--- src/hw/rtl/sfd_pkg.sv ---
// Shared types, constants and the CRC byte update for the SPI frame decoder.
// Used by sfd_front, sfd_queue, sfd_back and the top level. No dependencies.
package sfd_pkg;

  // Frame layout
  localparam int unsigned HDR_BYTES = 8;
  localparam int unsigned CRC_BYTES = 2;
  localparam int unsigned COUNT_W   = 17;
  localparam logic [COUNT_W-1:0] COUNT_MAX = '1;

  // CRC-16/CCITT-FALSE
  localparam logic [15:0] CRC_POLY = 16'h1021;
  localparam logic [15:0] CRC_INIT = 16'hFFFF;

  // Configuration register indexes
  localparam logic [1:0] REG_MAGIC   = 2'd0;
  localparam logic [1:0] REG_VERSION = 2'd1;
  localparam logic [1:0] REG_FLAGS   = 2'd2;
  localparam logic [1:0] REG_MAX_LEN = 2'd3;

  // Configuration reset values
  localparam logic [7:0]  MAGIC_RESET   = 8'd0;
  localparam logic [7:0]  VERSION_RESET = 8'd1;
  localparam logic [7:0]  FLAGS_RESET   = 8'hFF;
  localparam logic [15:0] MAX_LEN_RESET = 16'd256;

  // Frame status codes
  localparam logic [2:0] ST_OK          = 3'd0;
  localparam logic [2:0] ST_BAD_LENGTH  = 3'd1;
  localparam logic [2:0] ST_BAD_MAGIC   = 3'd2;
  localparam logic [2:0] ST_BAD_VERSION = 3'd3;
  localparam logic [2:0] ST_BAD_FLAGS   = 3'd4;
  localparam logic [2:0] ST_BAD_CRC     = 3'd5;

  // One classified byte: an optional payload result and an optional status result
  typedef struct packed {
    logic        has_payload;
    logic [7:0]  payload_byte;
    logic [15:0] payload_index;
    logic        has_status;
    logic [2:0]  status;
    logic [7:0]  frame_version;
    logic [7:0]  frame_command;
    logic [7:0]  frame_flags;
    logic [15:0] frame_id;
    logic [15:0] frame_length;
  } entry_t;

  // Fold one byte into the CRC, MSB first
  function automatic logic [15:0] crc_feed(input logic [15:0] crc, input logic [7:0] data);
    logic [15:0] c;
    c = crc ^ {data, 8'h00};
    for (int k = 0; k < 8; k++) begin
      c = c[15] ? ({c[14:0], 1'b0} ^ CRC_POLY) : {c[14:0], 1'b0};
    end
    return c;
  endfunction

endpackage

--- src/hw/rtl/spi_frame_decoder_crc16_core.sv ---
// SPI frame decoder with CRC-16/CCITT-FALSE check: top level.
// Instantiates sfd_front, sfd_queue and sfd_back; uses sfd_pkg.
//
// The block takes one received byte per clock and passes payload bytes out as
// they arrive; at the end mark it emits one status result with the header
// fields. The front end classifies a byte in the cycle it is accepted (the
// byte-wide CRC update is the longest path), so input runs at one byte per
// cycle. The output delivers one result per cycle while out_ready is high; a
// payload byte with the end mark yields two results, payload result first.
// A queue of QUEUE_DEPTH entries lets either side stall; the input stalls
// only while that queue is full. Configuration takes effect on the next byte.
module spi_frame_decoder_crc16_core #(
  parameter int unsigned QUEUE_DEPTH = 4
) (
  input  logic        clk,
  input  logic        rst,
  input  logic        in_valid,
  output logic        in_ready,
  input  logic [7:0]  rx_byte,
  input  logic        end_of_frame,
  output logic        out_valid,
  input  logic        out_ready,
  output logic        is_end,
  output logic [7:0]  payload_byte,
  output logic [15:0] payload_index,
  output logic [2:0]  status,
  output logic [7:0]  frame_version,
  output logic [7:0]  frame_command,
  output logic [7:0]  frame_flags,
  output logic [15:0] frame_id,
  output logic [15:0] frame_length,
  input  logic        cfg_write,
  input  logic [1:0]  cfg_index,
  input  logic [15:0] cfg_data
);

  sfd_pkg::entry_t push_entry;
  sfd_pkg::entry_t head_entry;
  logic q_push;
  logic q_full;
  logic q_pop;
  logic q_valid;

  // Accept and classify bytes
  sfd_front u_front (
    .clk          (clk),
    .rst          (rst),
    .in_valid     (in_valid),
    .in_ready     (in_ready),
    .rx_byte      (rx_byte),
    .end_of_frame (end_of_frame),
    .cfg_write    (cfg_write),
    .cfg_index    (cfg_index),
    .cfg_data     (cfg_data),
    .q_full       (q_full),
    .q_push       (q_push),
    .q_entry      (push_entry)
  );

  // Decouple front and back
  sfd_queue #(
    .DEPTH (QUEUE_DEPTH)
  ) u_queue (
    .clk        (clk),
    .rst        (rst),
    .push       (q_push),
    .push_entry (push_entry),
    .full       (q_full),
    .pop        (q_pop),
    .not_empty  (q_valid),
    .head       (head_entry)
  );

  // Deliver results
  sfd_back u_back (
    .clk            (clk),
    .rst            (rst),
    .q_valid        (q_valid),
    .q_head         (head_entry),
    .q_pop          (q_pop),
    .out_valid      (out_valid),
    .out_ready      (out_ready),
    .is_end         (is_end),
    .payload_byte   (payload_byte),
    .payload_index  (payload_index),
    .status         (status),
    .frame_version  (frame_version),
    .frame_command  (frame_command),
    .frame_flags    (frame_flags),
    .frame_id       (frame_id),
    .frame_length   (frame_length)
  );

endmodule

--- src/hw/rtl/sfd_front.sv ---
// Front end of the SPI frame decoder: accepts bytes, captures the header,
// runs the CRC and classifies each byte into a queue entry. Uses sfd_pkg.
module sfd_front (
  input  logic                clk,
  input  logic                rst,
  input  logic                in_valid,
  output logic                in_ready,
  input  logic [7:0]          rx_byte,
  input  logic                end_of_frame,
  input  logic                cfg_write,
  input  logic [1:0]          cfg_index,
  input  logic [15:0]         cfg_data,
  input  logic                q_full,
  output logic                q_push,
  output sfd_pkg::entry_t     q_entry
);

  logic [7:0]  magic_value;
  logic [7:0]  protocol_version;
  logic [7:0]  allowed_flag_bits;
  logic [15:0] max_payload_bytes;

  logic [sfd_pkg::COUNT_W-1:0] rx_count;
  logic [15:0] running_crc;
  logic [15:0] crc_delay_bytes;
  logic [7:0]  hdr_magic;
  logic [7:0]  hdr_version;
  logic [7:0]  hdr_command;
  logic [7:0]  hdr_flags;
  logic [15:0] hdr_id;
  logic [15:0] hdr_length;

  logic [sfd_pkg::COUNT_W-1:0] rx_count_next;
  logic [15:0] running_crc_next;
  logic [15:0] crc_delay_bytes_next;
  logic [7:0]  hdr_magic_next;
  logic [7:0]  hdr_version_next;
  logic [7:0]  hdr_command_next;
  logic [7:0]  hdr_flags_next;
  logic [15:0] hdr_id_next;
  logic [15:0] hdr_length_next;

  logic [sfd_pkg::COUNT_W-1:0] payload_off;
  logic        has_payload;
  logic [2:0]  status;
  logic        accept;

  assign in_ready = !q_full;
  assign accept   = in_valid && in_ready;

  // Write configuration registers
  always_ff @(posedge clk) begin
    if (rst) begin
      magic_value       <= sfd_pkg::MAGIC_RESET;
      protocol_version  <= sfd_pkg::VERSION_RESET;
      allowed_flag_bits <= sfd_pkg::FLAGS_RESET;
      max_payload_bytes <= sfd_pkg::MAX_LEN_RESET;
    end else if (cfg_write) begin
      case (cfg_index)
        sfd_pkg::REG_MAGIC:   magic_value       <= cfg_data[7:0];
        sfd_pkg::REG_VERSION: protocol_version  <= cfg_data[7:0];
        sfd_pkg::REG_FLAGS:   allowed_flag_bits <= cfg_data[7:0];
        sfd_pkg::REG_MAX_LEN: max_payload_bytes <= cfg_data;
        default: ;
      endcase
    end
  end

  // Capture header bytes at positions 0 to 7
  always_comb begin
    hdr_magic_next   = hdr_magic;
    hdr_version_next = hdr_version;
    hdr_command_next = hdr_command;
    hdr_flags_next   = hdr_flags;
    hdr_id_next      = hdr_id;
    hdr_length_next  = hdr_length;
    if (rx_count < sfd_pkg::COUNT_W'(sfd_pkg::HDR_BYTES)) begin
      case (rx_count[2:0])
        3'd0: hdr_magic_next       = rx_byte;
        3'd1: hdr_version_next     = rx_byte;
        3'd2: hdr_command_next     = rx_byte;
        3'd3: hdr_flags_next       = rx_byte;
        3'd4: hdr_id_next[15:8]    = rx_byte;
        3'd5: hdr_id_next[7:0]     = rx_byte;
        3'd6: hdr_length_next[15:8] = rx_byte;
        3'd7: hdr_length_next[7:0] = rx_byte;
        default: ;
      endcase
    end
  end

  // Advance CRC two bytes behind the stream, saturate the count
  always_comb begin
    running_crc_next = running_crc;
    if (rx_count >= sfd_pkg::COUNT_W'(sfd_pkg::CRC_BYTES)) begin
      running_crc_next = sfd_pkg::crc_feed(running_crc, crc_delay_bytes[15:8]);
    end
    crc_delay_bytes_next = {crc_delay_bytes[7:0], rx_byte};
    rx_count_next = (rx_count == sfd_pkg::COUNT_MAX) ? rx_count
                                                     : rx_count + 1'b1;
  end

  // Classify payload bytes
  assign payload_off = rx_count - sfd_pkg::COUNT_W'(sfd_pkg::HDR_BYTES);
  assign has_payload = (rx_count >= sfd_pkg::COUNT_W'(sfd_pkg::HDR_BYTES)) &&
                       (payload_off < {1'b0, hdr_length});

  // Check the frame in priority order
  always_comb begin
    if (rx_count_next < sfd_pkg::COUNT_W'(sfd_pkg::HDR_BYTES + sfd_pkg::CRC_BYTES)) begin
      status = sfd_pkg::ST_BAD_LENGTH;
    end else if (hdr_magic_next != magic_value) begin
      status = sfd_pkg::ST_BAD_MAGIC;
    end else if (hdr_version_next != protocol_version) begin
      status = sfd_pkg::ST_BAD_VERSION;
    end else if ((hdr_flags_next & ~allowed_flag_bits) != 8'd0) begin
      status = sfd_pkg::ST_BAD_FLAGS;
    end else if (hdr_length_next > max_payload_bytes) begin
      status = sfd_pkg::ST_BAD_LENGTH;
    end else if (rx_count_next != ({1'b0, hdr_length_next} +
                 sfd_pkg::COUNT_W'(sfd_pkg::HDR_BYTES + sfd_pkg::CRC_BYTES))) begin
      status = sfd_pkg::ST_BAD_LENGTH;
    end else if (crc_delay_bytes_next != running_crc_next) begin
      status = sfd_pkg::ST_BAD_CRC;
    end else begin
      status = sfd_pkg::ST_OK;
    end
  end

  // Build the queue entry
  always_comb begin
    q_entry.has_payload    = has_payload;
    q_entry.payload_byte   = rx_byte;
    q_entry.payload_index  = payload_off[15:0];
    q_entry.has_status     = end_of_frame;
    q_entry.status         = status;
    q_entry.frame_version  = hdr_version_next;
    q_entry.frame_command  = hdr_command_next;
    q_entry.frame_flags    = hdr_flags_next;
    q_entry.frame_id       = hdr_id_next;
    q_entry.frame_length   = hdr_length_next;
  end

  assign q_push = accept && (has_payload || end_of_frame);

  // Update frame state; clear it after the end mark
  always_ff @(posedge clk) begin
    if (rst || (accept && end_of_frame)) begin
      rx_count        <= '0;
      running_crc     <= sfd_pkg::CRC_INIT;
      crc_delay_bytes <= '0;
      hdr_magic       <= '0;
      hdr_version     <= '0;
      hdr_command     <= '0;
      hdr_flags       <= '0;
      hdr_id          <= '0;
      hdr_length      <= '0;
    end else if (accept) begin
      rx_count        <= rx_count_next;
      running_crc     <= running_crc_next;
      crc_delay_bytes <= crc_delay_bytes_next;
      hdr_magic       <= hdr_magic_next;
      hdr_version     <= hdr_version_next;
      hdr_command     <= hdr_command_next;
      hdr_flags       <= hdr_flags_next;
      hdr_id          <= hdr_id_next;
      hdr_length      <= hdr_length_next;
    end
  end

  // A closing byte leaves the frame state cleared
  a_clear_after_end: assert property (@(posedge clk) disable iff (rst)
    (accept && end_of_frame) |=> (rx_count == '0 && running_crc == sfd_pkg::CRC_INIT))
    else $error("frame state not cleared after end of frame");

endmodule

--- src/hw/rtl/sfd_queue.sv ---
// Short FIFO of classified entries between the decoder front and back ends.
// Uses sfd_pkg::entry_t.
module sfd_queue #(
  parameter int unsigned DEPTH = 4
) (
  input  logic            clk,
  input  logic            rst,
  input  logic            push,
  input  sfd_pkg::entry_t push_entry,
  output logic            full,
  input  logic            pop,
  output logic            not_empty,
  output sfd_pkg::entry_t head
);

  localparam int unsigned PTR_W = (DEPTH > 1) ? $clog2(DEPTH) : 1;
  localparam int unsigned CNT_W = $clog2(DEPTH + 1);
  localparam logic [PTR_W-1:0] LAST_SLOT = PTR_W'(DEPTH - 1);

  sfd_pkg::entry_t slots [DEPTH];
  logic [PTR_W-1:0] wr_ptr;
  logic [PTR_W-1:0] rd_ptr;
  logic [CNT_W-1:0] count;

  assign full      = (count == CNT_W'(DEPTH));
  assign not_empty = (count != '0);
  assign head      = slots[rd_ptr];

  // Store entries
  always_ff @(posedge clk) begin
    if (push) begin
      slots[wr_ptr] <= push_entry;
    end
  end

  // Advance pointers and occupancy
  always_ff @(posedge clk) begin
    if (rst) begin
      wr_ptr <= '0;
      rd_ptr <= '0;
      count  <= '0;
    end else begin
      if (push) begin
        wr_ptr <= (wr_ptr == LAST_SLOT) ? '0 : wr_ptr + 1'b1;
      end
      if (pop) begin
        rd_ptr <= (rd_ptr == LAST_SLOT) ? '0 : rd_ptr + 1'b1;
      end
      case ({push, pop})
        2'b10:   count <= count + 1'b1;
        2'b01:   count <= count - 1'b1;
        default: count <= count;
      endcase
    end
  end

  a_no_overflow: assert property (@(posedge clk) disable iff (rst) push |-> !full)
    else $error("push into full queue");

  a_no_underflow: assert property (@(posedge clk) disable iff (rst) pop |-> not_empty)
    else $error("pop from empty queue");

endmodule

--- src/hw/rtl/sfd_back.sv ---
// Back end of the SPI frame decoder: drains queue entries and presents each
// payload result, then the status result, on the output channel. Uses sfd_pkg.
module sfd_back (
  input  logic            clk,
  input  logic            rst,
  input  logic            q_valid,
  input  sfd_pkg::entry_t q_head,
  output logic            q_pop,
  output logic            out_valid,
  input  logic            out_ready,
  output logic            is_end,
  output logic [7:0]      payload_byte,
  output logic [15:0]     payload_index,
  output logic [2:0]      status,
  output logic [7:0]      frame_version,
  output logic [7:0]      frame_command,
  output logic [7:0]      frame_flags,
  output logic [15:0]     frame_id,
  output logic [15:0]     frame_length
);

  sfd_pkg::entry_t held;
  logic pend_payload;
  logic pend_status;
  logic deliver;
  logic last_result;

  assign out_valid   = pend_payload || pend_status;
  assign deliver     = out_valid && out_ready;
  assign last_result = pend_payload ^ pend_status;
  assign q_pop       = q_valid && (!out_valid || (deliver && last_result));

  // Present the payload result first, then the status result
  always_comb begin
    is_end = !pend_payload;
    if (pend_payload) begin
      payload_byte   = held.payload_byte;
      payload_index  = held.payload_index;
      status         = sfd_pkg::ST_OK;
      frame_version  = '0;
      frame_command  = '0;
      frame_flags    = '0;
      frame_id       = '0;
      frame_length   = '0;
    end else begin
      payload_byte   = '0;
      payload_index  = '0;
      status         = held.status;
      frame_version  = held.frame_version;
      frame_command  = held.frame_command;
      frame_flags    = held.frame_flags;
      frame_id       = held.frame_id;
      frame_length   = held.frame_length;
    end
  end

  // Hold the current entry
  always_ff @(posedge clk) begin
    if (q_pop) begin
      held <= q_head;
    end
  end

  // Track which results of the held entry remain
  always_ff @(posedge clk) begin
    if (rst) begin
      pend_payload <= 1'b0;
      pend_status  <= 1'b0;
    end else if (q_pop) begin
      pend_payload <= q_head.has_payload;
      pend_status  <= q_head.has_status;
    end else if (deliver) begin
      if (pend_payload) begin
        pend_payload <= 1'b0;
      end else begin
        pend_status <= 1'b0;
      end
    end
  end

  a_status_follows: assert property (@(posedge clk) disable iff (rst)
    (deliver && pend_payload && pend_status) |=> (out_valid && is_end))
    else $error("status result lost after payload result");

endmodule
--- config.mk ---
export PLATFORM = sky130hd
export DESIGN_NAME = spi_frame_decoder_crc16_core
export DESIGN_NICKNAME = d
export VERILOG_FILES = /design/src/hw/rtl/sfd_pkg.sv /design/src/hw/rtl/spi_frame_decoder_crc16_core.sv /design/src/hw/rtl/sfd_front.sv /design/src/hw/rtl/sfd_queue.sv /design/src/hw/rtl/sfd_back.sv
export SDC_FILE = /design/constraint.sdc
export NUM_CORES = 1
export LEC_CHECK = 0
export ABC_CLOCK_PERIOD_IN_PS = 8000
export BUFFER_PORTS_ARGS = -buffer_cell sky130_fd_sc_hd__buf_2
export CAP_MARGIN = 5
export CELL_PAD_IN_SITES_DETAIL_PLACEMENT = 1
export CELL_PAD_IN_SITES_GLOBAL_PLACEMENT = 2
export CORE_UTILIZATION = 28
export CTS_BUF_LIST = sky130_fd_sc_hd__clkbuf_4 sky130_fd_sc_hd__clkbuf_8
export CTS_CLUSTER_DIAMETER = 50
export DETAILED_ROUTE_END_ITERATION = 7
export GPL_ROUTABILITY_DRIVEN = 0
export PLACE_DENSITY = 0.58
export SETUP_SLACK_MARGIN = 0.2
export SKIP_LAST_GASP = 1
export SLEW_MARGIN = 20
export SYNTH_ARGS = -nofsm -noshare
export SYNTH_HDL_FRONTEND = slang
export SYNTH_SLANG_ARGS = --single-unit
--- constraint.sdc ---
create_clock -name clk -period 8 [get_ports clk]
set_input_delay 0 -clock clk [delete_from_list [all_inputs] [get_ports clk]]
set_output_delay 0 -clock clk [all_outputs]
set_load 0.01 [all_outputs]
# == Yosys cells after proc, flatten, opt, wreduce, memory -nomap -nowiden ==
# Memories as Yosys holds them, arrays and structs flattened. A register that Yosys moved wholly into a read port is not among the register bits.
# Cells that the tools add are included.
# word_totals
wordCells,149
ramBits,340
register_bits,245
output_inout_bits,86
input_bits,32
n_memories,1
# classes
n_bitwise,12
n_reduce_logical,25
order_cmp,6
eq_ne,21
muxes,51
addsub,7
# mem_list
name,depth,word_bits,read_ports,rd_ports_with_merged_regs,wr,line,text
u_queue.slots,4,85,1,1,1,sfd_queue.sv:20,sfd_pkg::entry_t slots [DEPTH];
# op_table
operator,count
8-bit two-way mux,16
13-bit two-way mux,8
16-bit two-way mux,6
17-bit by 4-bit less-than comparator with 1-bit output (second input constant),2
3-bit two-way mux,8
3-bit NOT,8
16-bit by 4-bit adder with 17-bit output (second input constant),1
17-bit by 1-bit adder with 17-bit output (second input constant),1
17-bit == test (second input constant),1
17-bit by 2-bit greater-or-equal comparator with 1-bit output (second input constant),1
17-bit by 4-bit greater-or-equal comparator with 1-bit output (second input constant),1
17-bit by 16-bit less-than comparator with 1-bit output,1
17-bit two-way mux,1
17-bit inequality test,1
17-bit by 4-bit subtractor with 17-bit output (second input constant),1
16-bit > comparator,1
16-bit inequality test,1
8-bit inequality test,2
16-bit bitwise XOR,1
3-bit == test (second input constant),5
2-bit == test (second input constant),5
2-bit AND reduction,5
8-bit AND,1
2-bit two-way mux,4
other kinds (19),40

# == Longest topological paths before layout ==
# Gate-level depths: netlist (run 1).
# depth
ltp_word,26
ltp_mapped,20
ltp_nobuf,19

# == Cells and area by module ==
# Synthesis (run 1) repeated with hierarchy kept, for this count alone.
# unflattened
hier_cells,1934
area_unflattened_um2,25768.5
# modules_own_cells
module,n_inst,seq_area_each_um2,area_each_um2,cells_each
sfd_queue,1,10390.0,12759.7,488
sfd_front,1,3062.9,9765.6,1257
sfd_back,1,2532.4,3243.1,189

# == Worst setup path after synthesis (run 1) ==
# OpenSTA, ideal clock, no wires.
# synth_timing
path_type,flip-flop to flip-flop
startpoint,register u_back.pend_payload
endpoint,register u_queue.count[2]
t_required_ns,7.929
arrival_ns,6.663
n_path_buf,2
synth_period_minus_slack_ns,6.734
setup_time_ns,0.071
path_stages_with_launch,13
setup_slack_ns,1.266
path_cell_list,dfxtp_1 -> clkbuf_1 -> clkbuf_1 -> inv_1 -> ha_1 -> a21oi_1 -> nor2_1 -> ha_1 -> inv_1 -> fa_1 -> xor2_1 -> or3_1 -> a21oi_1
# synth_via
elab_chain_len,7
elab_cells_between_ends,11
classes_between,eq/ne (2); mux (1); bitwise (1); reduce/logical (7)
# synth_lines
item,line,text
from (decl),sfd_back.sv:23,logic pend_payload;
from (signal assigned),sfd_back.sv:70,pend_payload <= q_head.has_payload;
1-bit logical OR,sfd_back.sv:28,assign out_valid = pend_payload || pend_status;
1-bit logical AND,sfd_back.sv:29,assign deliver = out_valid && out_ready;
1-bit logical AND,sfd_back.sv:31,assign q_pop = q_valid && (!out_valid || (deliver && last_result));
1-bit logical OR (*),sfd_back.sv:31,
1-bit logical AND (*),sfd_back.sv:31,
net q_pop,spi_frame_decoder_crc16_core.sv:41,logic q_pop;
2-bit by 1-bit == test with 1-bit output / 2-bit == test (equally long branches),sfd_queue.sv:49,"case ({push, pop})"
3-bit one-hot mux with 2 select lines / 2-bit nonzero test (equally long branches),n/a,
to (signal assigned),sfd_queue.sv:50,2'b10: count <= count + 1'b1;
to (signal assigned),sfd_queue.sv:51,2'b01: count <= count - 1'b1;
to (signal assigned),sfd_queue.sv:52,default: count <= count;
to (decl),sfd_queue.sv:23,logic [CNT_W-1:0] count;
# Mark *: on every way through the listed nets, which the timed path passes. The rest lies on a longest branch.
# A chain may end at the register's enable or synchronous reset.

==> run summary, run 1 <==
Syn-to-layout area delta -> 18.0%
num rows -> 109
EDFF count, synth -> 423
footprint of the multi-input gates -> 8650 um^2
full die area -> 91800 um^2
die width -> 303 um
first-pass GRT wire length -> 109000 um
unrepaired setup endpoints after global routing -> no
final worst slack -> 2.33 ns
drt pass-1 iters -> 4
Max Cap Viol -> 0
Syn. warnings -> 0
worst skew pair latency -> 0.70 ns
worst min-delay path class -> in2reg
Worst-path clk slew -> 0.06 ns
Yosys reg bits -> 587
CP endpoint kind -> register
maximum vdd ir drop -> 151 uV
DRC -> 0
WL/cell -> 21.8 um
Post-Synthesis Cell Area -> 25400 um^2
Final Cycle Share -> 70.8%
WS Path Type -> reg2reg
number of vias per cell -> 4.74
Worst EP required -> 8.43 ns
Net Count, Synth -> 1968
remaining global-route overflow -> 0
CP Data Arrival Time -> 6.10 ns
pin count of the biggest net entering global routing -> 59
setup violators final -> 0
crit start category -> register
Iter 0 DRT Violations -> 809
share of layout cells above drive strength 1 -> 21.3%
worst-path cell with the longest stage delay -> or4_4
Buffers on Ports -> 117
Max FO, Critical Path -> 14
fillers -> 9401
CTS root buf -> clkbuf_8
CTS resizes -> 0
pre-CTS setup slack -> 2.37 ns
critical path, cell by cell -> inv_1 -> ha_1 -> or3b_2 -> or4_4 -> mux2i_2 -> inv_1 -> ha_1 -> nand4_1 -> or2_2 -> o31ai_1 -> nand3_1 -> nor4_1 -> nand4_1 -> or3b_1 -> a2111oi_2
number of library cell types mapped by synthesis -> 62
achievable frequency -> 176 MHz
Post-Syn Area per Cell -> 13.4 um^2
die height -> 303 um
Ports -> 118
initial antenna violation count -> 3
slew at the pin closest to its max-slew limit -> 1.05 ns
Setup TNS -> 0 ns
CTS hold repair buffers -> 47
sequential area share after synthesis -> 63.0%
status -> finished clean
relative slew slack -> 30.2%
gr usage total -> 16.1%
hold_ws -> 0.181 ns
DR vias -> 15800
LEAKAGE -> 0.0106 uW
Reg area -> 16000 um^2
CTS tree -> done
number of global-route vias before repair -> 17300
crit path buf inv count -> 2
Initial Utilization -> 28.5%
max incr delay on CP -> 0.69 ns
Final Hold Violating Endpoints -> 0
ys async rst share -> 0%
total power -> 8960 uW
Core Area -> 89100 um^2
WL final -> 72900 um
post-route antenna net violation count -> 0
fin. max-slew vios -> 0
Crit path max-delay family -> simple AND/OR/NAND/NOR gates
clock sinks -> 587
Post-Syn Instances -> 1888
Main synth FF type -> edfxtp_1
Layout Skew -> 0.0322 ns
TritonCTS Buffers -> 104
P per Cell Area -> 300 nW/um^2
Clock Path Buffers -> 3
CTS H-tree lvls -> 3
Final nets -> 2164
min Tclk post-route -> 5.67 ns
setup bufs post-CTS -> 0
Detailed Place HPWL -> 47200 um
==> report_power, final <==
group | switching, uW | internal [uW] | total, uW
sequential | 224 | 3760 | 3980
clock | 1290 | 1620 | 2910
combinational | 1240 | 838 | 2070
==> worst paths after layout <==
kind	slack, ns	start	cells past startpoint	end
max	2.33	u_front.rx_count[3]$_SDFFE_PP0P_	15	u_queue.slots[3][58]$_DFFE_PP_
min reg2reg	0.45	u_front.hdr_command[6]$_SDFFE_PP0P_	2	u_front.hdr_command[6]$_SDFFE_PP0P_
min	0.18	cfg_data[4]	4	u_front.max_payload_bytes[4]$_SDFFE_PP0P_
max reg2reg	2.33	u_front.rx_count[3]$_SDFFE_PP0P_	15	u_queue.slots[3][58]$_DFFE_PP_
==> per-layer routing <==
| layer | wire, um | track usage, % |
|---|---|---|
| met5 | 0 | 0 |
| met4 | 1690 | 5.16 |
| met1 | 32500 | 20.5 |
| met3 | 2560 | 2.54 |
| met2 | 36100 | 27.8 |
==> stage by stage <==
stage                     util [%]  area, um^2  std cells
final                         33.6       29900       3341
after global routing          33.6       29900       3339
after CTS                     33.6       29900       3338
after detailed placement      30.6       27200       3096
after global placement        30.6       27200       3096
after floorplan                  -       25400       1888
==> sequential cells by signal, summed over array words and instances, names as in the netlist, named ones only <==
name / flops
u_back.pend_status: 1
u_front.magic_value: 8
u_queue.slots: 340
u_front.hdr_command: 8
u_back.pend_payload: 1
u_queue.wr_ptr: 2
u_front.crc_delay_bytes: 16
u_front.max_payload_bytes: 16
u_queue.count: 3
u_front.rx_count: 17
u_front.hdr_id: 16
u_queue.rd_ptr: 2
u_front.running_crc: 16
u_front.hdr_version: 8
u_front.hdr_flags: 8
u_front.allowed_flag_bits: 8
u_back.held: 83
u_front.protocol_version: 8
u_front.hdr_magic: 8
u_front.hdr_length: 16
==> Yosys cell counts (12+ instances only) <==
cell / count / area (um^2)
xnor2_1: 77 / 674
or3_1: 12 / 75.1
buf_1: 22 / 82.6
nor3_1: 16 / 80.1
o21ai_0: 31 / 155
mux2i_1: 64 / 641
dfxtp_1: 164 / 3280
a211oi_1: 35 / 263
nor4_1: 14 / 87.6
xor2_1: 25 / 219
ha_1: 47 / 588
mux2_2: 30 / 338
nand2_1: 199 / 747
and2_1: 34 / 213
inv_1: 87 / 327
nand3_1: 28 / 140
a21o_1: 12 / 90.1
o211ai_1: 19 / 143
a21oi_1: 99 / 495
nor2b_1: 63 / 394
mux4_2: 85 / 1910
edfxtp_1: 423 / 12700
nand4_1: 18 / 113
nor2_1: 108 / 405
clkbuf_1: 77 / 289
==> placed cells by master, fill, tap and decap left out, drive strengths merged, types with 25 or more instances in the layout <==
cell | Yosys | final
nand3 | 28 | 28
xor2 | 25 | 25
nand2 | 199 | 199
dlygate4sd3 | 0 | 47
nor2b | 63 | 63
clkinv | 0 | 40
xnor2 | 77 | 77
buf | 28 | 148
mux2i | 66 | 66
ha | 47 | 47
inv | 87 | 90
a211oi | 35 | 35
clkbuf | 77 | 139
mux2 | 30 | 30
nor2 | 108 | 108
o21ai | 31 | 31
a21oi | 99 | 99
and2 | 35 | 35
dfxtp | 164 | 164
mux4 | 85 | 85
edfxtp | 423 | 423
==> worst min-delay path, cell delays in order <==
cell and delay [ns]:
dlygate4sd3_1 0.53, buf_2 0.16, nand2_1 0.08, a21oi_1 0.06
==> cell families (layout without fill, tap and decap cells) <==
group | count (synthesis) | in the layout | share of synthesized area, %
AOI/OAI and AO/OA | 236 | 236 | 5.84
buffers and inverters | 192 | 477 | 2.97
adders and majority gates | 48 | 48 | 2.40
muxes | 181 | 181 | 11.6
other | 0 | 3 | 0
xor gates and xnor gates | 106 | 106 | 3.88
DFF | 587 | 587 | 63.0
and+or+nand+nor | 538 | 538 | 10.3
==> cell type report <==
| cell class | count | area share [%] |
|---|---|---|
| sequential | 587 | 53.5 |
| multi-input combinational | 1109 | 28.9 |
| clock buffer | 139 | 5.83 |
| tap | 1165 | 4.87 |
| timing repair buffer | 195 | 4.31 |
| clock inverter | 56 | 1.47 |
| inverter | 87 | 1.09 |
| antenna | 3 | 0.0251 |
Note: power is estimated with default switching activity, not from simulation.
==> run 2, diff against run 1 <==
--- a/config.mk
+++ b/config.mk
@@ -5,7 +5,8 @@
 export SDC_FILE = /design/constraint.sdc
 export NUM_CORES = 1
 export LEC_CHECK = 0
-export ABC_CLOCK_PERIOD_IN_PS = 8000
+export ABC_AREA = 1
+export ABC_CLOCK_PERIOD_IN_PS = 4600
 export BUFFER_PORTS_ARGS = -buffer_cell sky130_fd_sc_hd__buf_2
 export CAP_MARGIN = 5
 export CELL_PAD_IN_SITES_DETAIL_PLACEMENT = 1
@@ -15,7 +16,7 @@
 export CTS_CLUSTER_DIAMETER = 50
 export DETAILED_ROUTE_END_ITERATION = 7
 export GPL_ROUTABILITY_DRIVEN = 0
-export PLACE_DENSITY = 0.58
+export PLACE_DENSITY = 0.64
 export SETUP_SLACK_MARGIN = 0.2
 export SKIP_LAST_GASP = 1
 export SLEW_MARGIN = 20
==> constraint.sdc (replaced) <==
create_clock -name clk -period 4.6 [get_ports clk]
set_input_delay 0 -clock clk [delete_from_list [all_inputs] [get_ports clk]]
set_output_delay 0 -clock clk [all_outputs]
set_load 0.01 [all_outputs]
==> run 2 against run 1 <==
Net effect: core utilization up 0.096 points; synthesized area up 2.8%; highest routed layer unchanged; critical endpoint is now u_queue.count[2]$_SDFFE_PP0P_; critical path type unchanged; sequential cell count unchanged; maximum frequency up 36%; die area up 2.8%; largest cell class unchanged.
==> run summary, run 2 <==
flop2flop setup slack -> 0.44 ns
Worst-path clk slew -> 0.06 ns
Max Cap Viol -> 0
die width -> 307 um
Final Hold Violating Endpoints -> 0
first-pass GRT wire length -> 126000 um
full die area -> 94300 um^2
Yosys top cell by area -> edfxtp_1
most used cell, CP -> inv_1
gr usage total -> 17.8%
Finished Layout Cells -> 4180
Detailed Place HPWL -> 55100 um
min Tclk post-route -> 4.16 ns
Yosys reg bits -> 587
CTS H-tree lvls -> 3
Final Cycle Share -> 90.4%
Setup TNS -> 0 ns
Crit path max-delay family -> compound AO/OA/AOI/OAI gates
switching share of power -> 36.9%
Regs by FF count -> u_queue.slots (340), u_back.held (83), u_front.rx_count (17)
Syn. warnings -> 0
clock sinks -> 587
combinational share of power -> 33.0%
crit path buf inv count -> 4
cell area after layout -> 31000 um^2
LEAKAGE -> 0.0124 uW
Yosys top cell area share -> 48.7%
relative slew slack -> 30.9%
Iter 0 DRT Violations -> 1164
CP endpoint kind -> register
synth top area cells -> edfxtp_1, dfxtp_1, o21ai_0
Synth top cells by count -> edfxtp_1, nand2_1, o21ai_0
maximum vdd ir drop -> 291 uV
CTS tree -> done
Syn-to-layout area delta -> 18.8%
num rows -> 111
worst hold start -> in_valid
Clock power frac -> 26.8%
DRC -> 0
most frequent cells in the layout -> edfxtp_1, nand2_1, o21ai_0
Clock Path Buffers -> 3
Main synth FF type -> edfxtp_1
Final nets -> 2927
max reg flops -> 340
Post-Synthesis Cell Area -> 26100 um^2
slew at the pin closest to its max-slew limit -> 1.04 ns
remaining global-route overflow -> 0
TritonCTS Buffers -> 106
achievable frequency -> 240 MHz
Placed Instances -> 3938
CTS root buf -> clkbuf_8
Net Sw Power -> 7010 uW
worst skew pair latency -> 0.74 ns
max incr delay on CP -> 0.38 ns
Worst EP required -> 5.21 ns
initial antenna violation count -> 9
WS Path Type -> reg2reg
P_int -> 12000 uW
critical path, cell by cell -> inv_1 -> ha_1 -> inv_1 -> nor2_1 -> xor2_1 -> inv_1 -> ha_1 -> nand2_1 -> nor2_1 -> nand2_1 -> o211ai_1 -> a31oi_1 -> o21ai_0 -> nand3_1 -> nand2_1 -> a21boi_2 -> o21ai_4 -> ha_1 -> inv_1 -> fa_1 -> a21oi_1 -> o21ai_0 -> o21ai_0 -> a21oi_1
beginning of the critical path -> u_front.rx_count[3]$_SDFFE_PP0P_
Max FO, Critical Path -> 7
Ports -> 118
number of global-route vias before repair -> 20900
status -> finished clean
WL final -> 83600 um
Core Area -> 91900 um^2
number of library cell types mapped by synthesis -> 48
Post-Syn Instances -> 2649
ys async rst share -> 0%
Critical R2R Launch -> u_front.rx_count[3]$_SDFFE_PP0P_
worst-path cell with the longest stage delay -> fa_1
commonest non-fill, non-tap cell in the layout -> edfxtp_1
DR vias -> 19700
sequential area share after synthesis -> 61.3%
Net Count, Synth -> 2729
Placed Area -> 28300 um^2
fillers -> 10500
EDFF count, synth -> 423
P per Cell Area -> 613 nW/um^2
post-route antenna net violation count -> 0
Initial Utilization -> 28.3%
Post-Syn Area per Cell -> 9.84 um^2
number of vias per cell -> 4.71
drt pass-1 iters -> 5
unrepaired setup endpoints after global routing -> no
Layout Skew -> 0.0759 ns
crit start category -> register
worst min-delay path class -> in2reg
count leader, synth -> edfxtp_1
largest reg by FF count -> u_queue.slots
Buffers on Ports -> 117
fin. max-slew vios -> 0
setup violators final -> 0
pin count of the biggest net entering global routing -> 93
WL/cell -> 20.0 um
Flop pwr share -> 40.2%
CP Data Arrival Time -> 4.77 ns
share of layout cells above drive strength 1 -> 14.8%
die height -> 307 um
run 2: cell types whose count changed in the layout (fill, tap and decap cells not counted), sizes merged, moves of 84 or more:
cell	delta
inv	+226
mux4	-85
nand2	+179
nor2	+241
o21ai	+324
o22ai	+84
run 2: layer usage:
| metal | track usage (%) | share of wire [%] | vias to the layer above |
|---|---|---|---|
| li1 | - | - | 9405 |
| met1 | 22.4 | 45 | 9831 |
| met2 | 30.3 | 48 | 338 |
| met3 | 3.15 | 4.1 | 131 |
| met4 | 6.41 | 3.0 | 0 |
| met5 | 0 | 0 | - |
run 2: cell type report:
cell class | instances | area (um^2) | area share, %
tap | 1243 | 1560 | 5.02
sequential | 587 | 16000 | 51.6
multi-input combinational | 1616 | 8430 | 27.2
antenna | 3 | 7.51 | 0.0242
clock buffer | 152 | 1880 | 6.07
inverter | 312 | 1180 | 3.80
clock inverter | 43 | 335 | 1.08
timing repair buffer | 224 | 1600 | 5.15
run 2: stage by stage:
stage | hold WS [ns] | worst slack [ns] | power [uW] | utilization, %
CTS | 0.0268 | 0.312 | 19300 | 33.7
floorplan | 0.0691 | 0.214 | 11500 | -
global route | 0.0896 | 0.201 | 20300 | 33.7
finish | 0.0713 | 0.441 | 19000 | 33.7
detailed placement | 0.247 | 0.138 | 14100 | 30.8
global placement | 0.255 | 0.238 | 13900 | 30.8
run 2: repair_timing:
action	in CTS	in global routing
endpoints found under the hold margin	109	0
gates resized for setup	1	1
buffers inserted	0	1
endpoints found under the setup margin	8	24
hold buffers	43	0
run 2: power groups by stage:
stage	logic (uW)	registers [uW]	clock network, uW
after floorplan	3930	7600	0
after global placement	6150	7720	0
after detailed placement	6330	7760	0
after CTS	6400	7650	5270
after global routing	7020	7750	5490
final	6260	7640	5100
run 2: final timing paths:
| path | end | depth (start not counted) |
|---|---|---|
| setup / recovery | u_queue.count[2]$_SDFFE_PP0P_ | 24 |
| hold reg to reg | u_front.crc_delay_bytes[14]$_SDFFE_PP0P_ | 2 |
| setup reg to reg | u_queue.count[2]$_SDFFE_PP0P_ | 24 |
| hold / removal | u_front.hdr_command[2]$_SDFFE_PP0P_ | 4 |
run 2: logic make-up after synthesis:
group	synth area share [%]
AND/OR/NAND/NOR	14.3
AO/OA/AOI/OAI	12.4
flip-flops	61.3
buffers and inverters	6.61
XOR/XNOR	2.07
adder cells (fa/ha/maj)	2.33
multiplexers	0.922
run 2: worst reg2reg max path, cell delays in order, from the launching register on:
cell      delay, ns
dfxtp_1        0.31
inv_1          0.18
ha_1           0.24
inv_1          0.13
nor2_1         0.18
xor2_1         0.16
inv_1          0.10
ha_1           0.29
nand2_1        0.07
nor2_1         0.15
nand2_1        0.08
o211ai_1       0.11
a31oi_1        0.07
o21ai_0        0.25
nand3_1        0.12
nand2_1        0.10
a21boi_2       0.12
o21ai_4        0.16
ha_1           0.16
inv_1          0.07
fa_1           0.38
a21oi_1        0.15
o21ai_0        0.14
o21ai_0        0.25
a21oi_1        0.08
